### src/hw/rtl/sstb_pkg.sv
// ----------------------------------------------------------------------------
// Seconds and sub-seconds time base: shared package
// Constants, register indexes, query codes and the divider request and response types.
// ----------------------------------------------------------------------------
`default_nettype none

package sstb_pkg;

   localparam int STAMP_WIDTH_DEF = 32;

   localparam int FREQ_W  = 32;
   localparam int TPS_W   = 10;
   localparam int SECS_W  = 32;
   localparam int USEC_W  = 20;
   localparam int PROD_W  = FREQ_W + USEC_W;
   localparam int OP_W    = 2;
   localparam int CSR_IDX_W = 2;

   localparam logic [USEC_W-1:0] USEC_PER_SEC = 20'd1000000;
   localparam logic [USEC_W-1:0] USEC_MAX     = 20'd999999;

   localparam logic [TPS_W-1:0]  TPS_RESET    = 10'd100;
   localparam logic [FREQ_W-1:0] FREQ_RESET   = 32'd9375000;

   localparam logic [OP_W-1:0] OP_NONE     = 2'd0;
   localparam logic [OP_W-1:0] OP_TIME     = 2'd1;
   localparam logic [OP_W-1:0] OP_TIMEBASE = 2'd2;

   localparam logic [CSR_IDX_W-1:0] CSR_TIMER_ENABLED = 2'd0;
   localparam logic [CSR_IDX_W-1:0] CSR_AUX_TPS       = 2'd1;
   localparam logic [CSR_IDX_W-1:0] CSR_STAMP_FREQ    = 2'd2;

   typedef struct packed {
      logic              start;
      logic [FREQ_W-1:0] stamp;
      logic [FREQ_W-1:0] divisor;
   } sstb_div_req_type;

   typedef struct packed {
      logic              done;
      logic [USEC_W-1:0] quotient;
   } sstb_div_rsp_type;

endpackage

`default_nettype wire

### src/hw/rtl/sstb_divider.sv
// ----------------------------------------------------------------------------
// Microsecond divider
// Scales the stamp by one million, then runs a restoring divide by the stamp
// frequency, one quotient bit per cycle over a shared subtract and compare.
// ----------------------------------------------------------------------------
`default_nettype none

module sstb_divider
   import sstb_pkg::*;
(
   input  wire logic             clock,
   input  wire logic             reset,
   input  wire sstb_div_req_type div_req,
   output sstb_div_rsp_type      div_rsp
);

   localparam int CNT_W = $clog2(USEC_W);

   typedef enum logic [1:0] {
      DIV_IDLE,
      DIV_MUL,
      DIV_STEP
   } div_state_type;

   div_state_type     state_ff;
   logic [FREQ_W-1:0] stamp_ff;
   logic [FREQ_W-1:0] divisor_ff;
   logic [FREQ_W-1:0] rem_ff;
   logic [USEC_W-1:0] num_ff;
   logic [CNT_W-1:0]  count_ff;
   logic              done_ff;

   logic [PROD_W-1:0] prod;
   logic [FREQ_W:0]   trial;
   logic [FREQ_W-1:0] diff;
   logic              ge;

   assign prod  = PROD_W'(stamp_ff) * PROD_W'(USEC_PER_SEC);
   assign trial = {rem_ff, num_ff[USEC_W-1]};
   assign diff  = trial[FREQ_W-1:0] - divisor_ff;
   assign ge    = trial >= {1'b0, divisor_ff};

   always_ff @(posedge clock) begin
      if (reset) begin
         state_ff <= DIV_IDLE;
         done_ff  <= 1'b0;
      end else begin
         done_ff <= 1'b0;
         case (state_ff)
            DIV_IDLE: begin
               if (div_req.start) begin
                  stamp_ff   <= div_req.stamp;
                  divisor_ff <= div_req.divisor;
                  state_ff   <= DIV_MUL;
               end
            end
            DIV_MUL: begin
               rem_ff   <= prod[PROD_W-1:USEC_W];
               num_ff   <= prod[USEC_W-1:0];
               count_ff <= '0;
               state_ff <= DIV_STEP;
            end
            DIV_STEP: begin
               rem_ff   <= ge ? diff : trial[FREQ_W-1:0];
               num_ff   <= {num_ff[USEC_W-2:0], ge};
               count_ff <= count_ff + 1'b1;
               if (count_ff == CNT_W'(USEC_W - 1)) begin
                  done_ff  <= 1'b1;
                  state_ff <= DIV_IDLE;
               end
            end
            default: state_ff <= DIV_IDLE;
         endcase
      end
   end

   assign div_rsp.done     = done_ff;
   assign div_rsp.quotient = num_ff;

endmodule

`default_nettype wire

### src/hw/rtl/seconds_subseconds_time_base.sv
// ----------------------------------------------------------------------------
// Seconds and sub-seconds time base
// Seconds, auxiliary tick and stamp counters with time and timebase queries.
//
// Usage:
//   Each request on req_ (valid/ready) carries a stamp tick, an aux tick and
//   a query code, and yields exactly one response on rsp_ (valid/ready).
//   Ticks are applied first, then the query reads the updated counters.
//   Write registers through csr_ while no request is in flight; the block
//   does not enforce this. A request without a time query, with a saturated
//   stamp or while disabled has its response valid in the cycle after
//   acceptance. A time query runs the microsecond divider: it latches the
//   operands, multiplies by one million and takes twenty restoring divide
//   steps, then the response register is loaded; no new request is taken
//   while the divider runs, and its loop yields one quotient bit per cycle.
//   The response register is held until rsp_ready; a new request is taken
//   once that register is empty or being emptied in the same cycle.
//   Reset clears all counters, disables the timer and loads 100 aux ticks
//   per second and a stamp frequency of 9375000.
// ----------------------------------------------------------------------------
`default_nettype none

module seconds_subseconds_time_base
   import sstb_pkg::*;
#(
   parameter int STAMP_WIDTH = STAMP_WIDTH_DEF
) (
   input  wire logic                 clock,
   input  wire logic                 reset,

   input  wire logic                 csr_write_enable,
   input  wire logic [CSR_IDX_W-1:0] csr_index,
   input  wire logic [FREQ_W-1:0]    csr_wdata,

   input  wire logic                 req_valid,
   output logic                      req_ready,
   input  wire logic                 req_stamp_tick,
   input  wire logic                 req_aux_tick,
   input  wire logic [OP_W-1:0]      req_op,

   output logic                      rsp_valid,
   input  wire logic                 rsp_ready,
   output logic                      rsp_second_pulse,
   output logic [OP_W-1:0]           rsp_read_kind,
   output logic [SECS_W-1:0]         rsp_seconds,
   output logic [USEC_W-1:0]         rsp_microsecs,
   output logic [FREQ_W-1:0]         rsp_stamp_count,
   output logic                      rsp_overrun
);

   localparam int CMP_W = (STAMP_WIDTH > FREQ_W) ? STAMP_WIDTH : FREQ_W;

   typedef enum logic {
      S_IDLE,
      S_WAIT
   } state_type;

   state_type              state_ff;
   logic                   enabled_ff;
   logic [TPS_W-1:0]       tps_ff;
   logic [FREQ_W-1:0]      freq_ff;
   logic [TPS_W-1:0]       aux_count_ff;
   logic [SECS_W-1:0]      seconds_ff;
   logic [STAMP_WIDTH-1:0] stamp_ff;

   logic                   rsp_valid_ff;
   logic                   rsp_second_pulse_ff;
   logic [OP_W-1:0]        rsp_read_kind_ff;
   logic [SECS_W-1:0]      rsp_seconds_ff;
   logic [USEC_W-1:0]      rsp_microsecs_ff;
   logic [FREQ_W-1:0]      rsp_stamp_count_ff;
   logic                   rsp_overrun_ff;

   logic                   accept;
   logic [OP_W-1:0]        kind;
   logic [TPS_W:0]         aux_next;
   logic                   aux_step;
   logic                   roll;
   logic [STAMP_WIDTH-1:0] stamp_ticked;
   logic [STAMP_WIDTH-1:0] stamp_in;
   logic [TPS_W-1:0]       aux_count_in;
   logic [SECS_W-1:0]      seconds_in;
   logic [CMP_W-1:0]       stamp_ext;
   logic                   sat;
   logic                   is_time;
   logic                   is_base;
   logic                   need_div;

   sstb_div_req_type       div_req;
   sstb_div_rsp_type       div_rsp;

   assign req_ready = (state_ff == S_IDLE) && (!rsp_valid_ff || rsp_ready);
   assign accept    = req_valid && req_ready;

   assign kind = (req_op == OP_TIME || req_op == OP_TIMEBASE) ? req_op : OP_NONE;

   assign aux_next     = {1'b0, aux_count_ff} + 1'b1;
   assign aux_step     = enabled_ff && req_aux_tick;
   assign roll         = aux_step && (aux_next >= {1'b0, tps_ff});
   assign stamp_ticked = (enabled_ff && req_stamp_tick) ? stamp_ff + 1'b1 : stamp_ff;
   assign stamp_in     = roll ? '0 : stamp_ticked;
   assign aux_count_in = roll ? '0 : (aux_step ? aux_next[TPS_W-1:0] : aux_count_ff);
   assign seconds_in   = roll ? seconds_ff + 1'b1 : seconds_ff;

   assign stamp_ext = CMP_W'(stamp_in);
   assign sat       = stamp_ext >= CMP_W'(freq_ff);
   assign is_time   = enabled_ff && (kind == OP_TIME);
   assign is_base   = enabled_ff && (kind == OP_TIMEBASE);
   assign need_div  = is_time && !sat;

   assign div_req.start   = accept && need_div;
   assign div_req.stamp   = stamp_ext[FREQ_W-1:0];
   assign div_req.divisor = freq_ff;

   sstb_divider u_divider (
      .clock   (clock),
      .reset   (reset),
      .div_req (div_req),
      .div_rsp (div_rsp)
   );

   always_ff @(posedge clock) begin
      if (reset) begin
         state_ff     <= S_IDLE;
         enabled_ff   <= 1'b0;
         tps_ff       <= TPS_RESET;
         freq_ff      <= FREQ_RESET;
         aux_count_ff <= '0;
         seconds_ff   <= '0;
         stamp_ff     <= '0;
         rsp_valid_ff <= 1'b0;
      end else begin
         case (state_ff)
            S_IDLE: begin
               if (accept) begin
                  aux_count_ff        <= aux_count_in;
                  seconds_ff          <= seconds_in;
                  stamp_ff            <= stamp_in;
                  rsp_second_pulse_ff <= roll;
                  rsp_read_kind_ff    <= kind;
                  rsp_seconds_ff      <= enabled_ff ? seconds_in : '0;
                  rsp_microsecs_ff    <= (is_time && sat) ? USEC_MAX : '0;
                  rsp_stamp_count_ff  <= is_base ? stamp_ext[FREQ_W-1:0] : '0;
                  rsp_overrun_ff      <= is_time && sat;
                  rsp_valid_ff        <= !need_div;
                  if (need_div) begin
                     state_ff <= S_WAIT;
                  end
               end else if (rsp_ready) begin
                  rsp_valid_ff <= 1'b0;
               end
            end
            S_WAIT: begin
               if (div_rsp.done) begin
                  rsp_microsecs_ff <= div_rsp.quotient;
                  rsp_valid_ff     <= 1'b1;
                  state_ff         <= S_IDLE;
               end
            end
            default: state_ff <= S_IDLE;
         endcase
         if (csr_write_enable) begin
            case (csr_index)
               CSR_TIMER_ENABLED: begin
                  if (!enabled_ff && csr_wdata[0]) begin
                     stamp_ff <= '0;
                  end
                  enabled_ff <= csr_wdata[0];
               end
               CSR_AUX_TPS:    tps_ff  <= csr_wdata[TPS_W-1:0];
               CSR_STAMP_FREQ: freq_ff <= csr_wdata;
               default: ;
            endcase
         end
      end
   end

   assign rsp_valid        = rsp_valid_ff;
   assign rsp_second_pulse = rsp_second_pulse_ff;
   assign rsp_read_kind    = rsp_read_kind_ff;
   assign rsp_seconds      = rsp_seconds_ff;
   assign rsp_microsecs    = rsp_microsecs_ff;
   assign rsp_stamp_count  = rsp_stamp_count_ff;
   assign rsp_overrun      = rsp_overrun_ff;

endmodule

`default_nettype wire

### config.mk
export PLATFORM = sky130hd
export DESIGN_NAME = seconds_subseconds_time_base
export DESIGN_NICKNAME = d
export VERILOG_FILES = /design/src/hw/rtl/sstb_pkg.sv /design/src/hw/rtl/sstb_divider.sv /design/src/hw/rtl/seconds_subseconds_time_base.sv
export SDC_FILE = /design/constraint.sdc
export NUM_CORES = 1
export LEC_CHECK = 0
export CORE_MARGIN = 1
export CORE_UTILIZATION = 30
export CTS_BUF_LIST = sky130_fd_sc_hd__clkbuf_2 sky130_fd_sc_hd__clkbuf_4 sky130_fd_sc_hd__clkbuf_8
export CTS_CLUSTER_SIZE = 16
export DETAILED_ROUTE_END_ITERATION = 12
export DONT_BUFFER_PORTS = 1
export SLEW_MARGIN = 25
export SYNTH_ARGS = -nofsm -noshare
export SYNTH_HDL_FRONTEND = slang
export SYNTH_SLANG_ARGS = --single-unit
### constraint.sdc
create_clock -name clock -period 14.71 [get_ports clock]
set_input_delay 1.471 -clock clock [delete_from_list [all_inputs] [get_ports clock]]
set_output_delay 1.471 -clock clock [all_outputs]
set_load 0.03 [all_outputs]
==> flow_summary_export.csv <==
group,metric,value,unit
cells_and_area,fin_util,0.334,
global_route,grt_max_degree,84,
cells_and_area,finalInstanceArea,0.0261,mm2
drt,route.detailed.drc,0,
critical_path,crit_fanout,65,
floorplanning,num_rows,102,
floorplanning,start_util,0.305,
critical_path,critPathRequiredTime,14.98,ns
global_route,first_global_vias,17000,
drt,routed.top_layer,"met4",
critical_path,ff2ff_setup_slack,7.54,ns
run_status,status,"finished clean",
clock_tree,cts_hold_buf,0,
synth,synth_cells,2450,
critical_path,timing.rr.end,"u_divider.divisor_ff[11]",
sta,worst_pin_slew,1.01,ns
sta,fin_skew,0.0483,ns
critical_path,path_buf_inv,5,
drt,drt_iter0_markers,1088,
critical_path,cp-startpoint,"aux_count_ff[0]",
global_route,track_usage,0.150,
cells_and_area,fillerInstances,7942,
synth,async_reset_ff_frac,0,
sta,rsz0062_at_grt,"no",
placement,place.gp.congestion,0.885,
floorplanning,die_h,284,um
placement,place_area,0.0248,mm2
synth,syn_nets,2863,
power_and_ir_drop,irDropWorstVdd,0.0673,mV
drt,ant_nets,0,
cells_and_area,antenna_cells,0,
critical_path,slowest_delay,0.85,ns
clock_tree,root_buffer,"clkbuf_8",
power_and_ir_drop,power,1.97,mW
synth,syn_area_per_cell,9.70,um2
critical_path,cp-start-kind,"flip-flop",
floorplanning,die-area,0.0804,mm2
clock_tree,worstSkewPairLatency,0.69,ns
hold_path,whs_endpoint,"u_divider.divisor_ff[10]",
floorplanning,pin_count,133,
hold_path,hold_start,"freq_ff[10]",
drt,totalWireLength,61100,um
floorplanning,dieWidth,284,um
sta,maxSlewHeadroom,0.321,
global_route,grt_pass1_wl,95500,um
clock_tree,htree_levels,2,
synth,synth_edf_count,209,
sta,post-route-period-util,0.488,
synth,synth_ff_type,"edfxtp_1",
placement,dpl.hpwl,47600,um
drt,via_per_inst,4.91,
floorplanning,core_region_area,0.0780,mm2
critical_path,worstRegToRegCells,25,
clock_tree,cts_tree,"done",
hold_path,whs_path_depth,0,
drt,route.met2.wl,28600,um
cells_and_area,area_growth,9.59,%
cells_and_area,drive_gt1_frac,0.0610,
global_route,antenna_found_initial,1,
synth,yosysUniqueCellTypes,83,
critical_path,critPathTopFamily,"simple AND/OR/NAND/NOR gates",
sta,hold_viol,0,
drt,drt_pass1_iterations,5,
clock_tree,cts_made_buffers,56,
cells_and_area,layout.nets,2841,
synth,synth-seq-cells,331,
critical_path,worstSetupPathType,"reg -> reg",
clock_tree,cts.sink_count,331,
critical_path,slowest_stage,"nor4_1",
synth,yosys_warnings,0,
clock_tree,post_cts_buffers,0,
drt,wl_met1,26900,um
hold_path,hp-class,"reg -> reg",
synth,yosysSeqAreaShare,0.367,
clock_tree,cts.clk_slew.worst_paths,0.06,ns
drt,wl_met3,3960,um
critical_path,worstReg2RegStart,"aux_count_ff[0]",
sta,finalSetupViolations,0,
sta,fmax,139,MHz
power_and_ir_drop,power.density,75.5,mW/mm2
drt,dr_total_vias,17200,
critical_path,end_kind,"flip-flop",
flow_run,maxCapViolations,0,
drt,avgRoutedWirePerCell,17.4,um
synth,netlist_area,0.0238,mm2
clock_tree,ctsResizeCount,0,
sta,period_minus_slack,7.17,ns
power_and_ir_drop,p_leak,11.3,nW
critical_path,cp.arrival,7.44,ns
placement,portBuffers,0,
global_route,gr-total-overflow,0,
clock_tree,clk_path_buf_depth,3,
sta,tns,0,ns
sta,slew_violations,0,
-- per-stage QoR --
stage,worst slack [ns],std cells,hold slack [ns]
CTS,7.51,3515,0.418
floorplan,5.30,2450,0.408
global placement,7.78,3410,0.413
global route,6.95,3515,0.414
finish,7.54,3515,0.410
detailed placement,7.54,3410,0.414
-- logic make-up after synthesis --
logic type               after synthesis  synth area share
AND/OR/NAND/NOR                      754             0.148
AO/OA/AOI/OAI                        449             0.122
buffers and inverters                370            0.0597
adder cells (fa/ha/maj)              370             0.238
flip-flops                           331             0.367
XOR/XNOR                             155            0.0571
multiplexers                          21           0.00916
-- worst max path at each step --
stage	to	slack, ns	cells past startpoint
6_report	u_divider.divisor_ff[11]	7.54	25
5_1_grt	u_divider.divisor_ff[18]	6.95	25
3_3_place_gp	u_divider.stamp_ff[2]	7.78	25
4_1_cts	u_divider.divisor_ff[11]	7.51	25
3_5_place_dp	u_divider.stamp_ff[2]	7.54	25
2_1_floorplan	u_divider.divisor_ff[0]	5.30	24
-- placed cells by master (no fill, tap or decap), types with 11 or more instances in the layout --
| master | n |
|---|---|
| nor2_1 | 179 |
| nor4_1 | 13 |
| clkbuf_8 | 64 |
| mux2i_1 | 15 |
| and3_1 | 18 |
| clkbuf_4 | 14 |
| o21a_1 | 11 |
| nor2b_1 | 15 |
| xor2_1 | 80 |
| or3_1 | 12 |
| o211ai_1 | 29 |
| xnor2_1 | 75 |
| nand3_1 | 66 |
| a31oi_1 | 23 |
| fa_1 | 136 |
| nor3_1 | 58 |
| and2_1 | 24 |
| o21bai_1 | 12 |
| dfxtp_1 | 122 |
| a21o_1 | 62 |
| ha_1 | 233 |
| a21oi_1 | 166 |
| nand2_1 | 275 |
| o21ai_0 | 60 |
| nand2b_1 | 12 |
| nand4_1 | 34 |
| inv_1 | 275 |
| buf_4 | 13 |
| edfxtp_1 | 209 |
-- per-layer routing --
layer,up-vias,global-route usage
met3,84,0.0334
li1,8447,-
met1,8320,0.194
met5,-,0
met2,398,0.249
met4,0,0.0461
-- synth_stat cells, types with 8 or more instances --
library cell  instances  area, um2
o211ai_1             29        218
clkbuf_1             74        278
mux2i_1              15        150
a31oi_1              23        144
a21o_1               62        465
nor2_1              180        676
nor2b_1              16        100
and2_1               25        156
o21ai_0              60        300
xor2_1               80        701
inv_1               275       1030
a211oi_1              8       60.1
o21bai_1             12       90.1
fa_1                136       2720
a21oi_1             167        836
dfxtp_1             122       2440
nor4_1               13       81.3
and3_1               18        113
nand3_1              66        330
or3_1                12       75.1
nand4_1              34        213
nor3_1               60        300
edfxtp_1            209       6280
nand2b_1             12       75.1
or2_2                 8       50.1
ha_1                234       2930
o21a_1               11       82.6
xnor2_1              75        657
nand2_1             276       1040
buf_2                11       55.1
o31ai_1              10       75.1
-- power by group --
group          switching (mW)  leakage [nW]  internal, mW
logic                  0.0366          7.56        0.0115
registers              0.0257          3.05         0.995
clock network           0.407         0.643         0.492
-- final cells by class --
cell class | instances | area (um2) | area share
well taps | 1040 | 1300 | 0.0499
multi-input cells | 1749 | 13700 | 0.525
inverters | 277 | 1040 | 0.0399
flip-flops and latches | 331 | 8720 | 0.335
clock buffers | 78 | 986 | 0.0378
clock inverters | 27 | 234 | 0.00898
repair buffers | 13 | 97.6 | 0.00375
-- flip-flops by register name, summed over array words and instances, names as in the netlist, 2 cells and up --
register	cells
rsp_seconds	32
rsp_microsecs	20
u_divider.state_ff	2
rsp_read_kind	2
tps_ff	10
seconds_ff	32
u_divider.count_ff	5
u_divider.num_ff	20
rsp_stamp_count	32
u_divider.divisor_ff	32
u_divider.stamp_ff	32
aux_count_ff	10
freq_ff	32
u_divider.rem_ff	32
stamp_ff	32
-- worst reg2reg max path, cell delays in order, from the launching register on --
cell and delay [ns]:
dfxtp_1 0.42, ha_1 0.22, nand3_1 0.12, nor2_1 0.22, xnor2_1 0.16, inv_1 0.06, ha_1 0.29, nand4_1 0.13
a21oi_1 0.14, o31a_1 0.13, o21a_1 0.19, o21ai_1 0.09, buf_4 0.18, inv_2 0.41, buf_4 0.63, nor2_1 0.23
ha_1 0.34, a21o_1 0.18, a21o_1 0.17, a21oi_1 0.19, nor4_1 0.08, o31a_1 0.24, nor4_1 0.85, nand2_1 0.24
nor3_2 0.16, buf_4 0.69
Note: power is estimated with default switching activity, not from simulation.
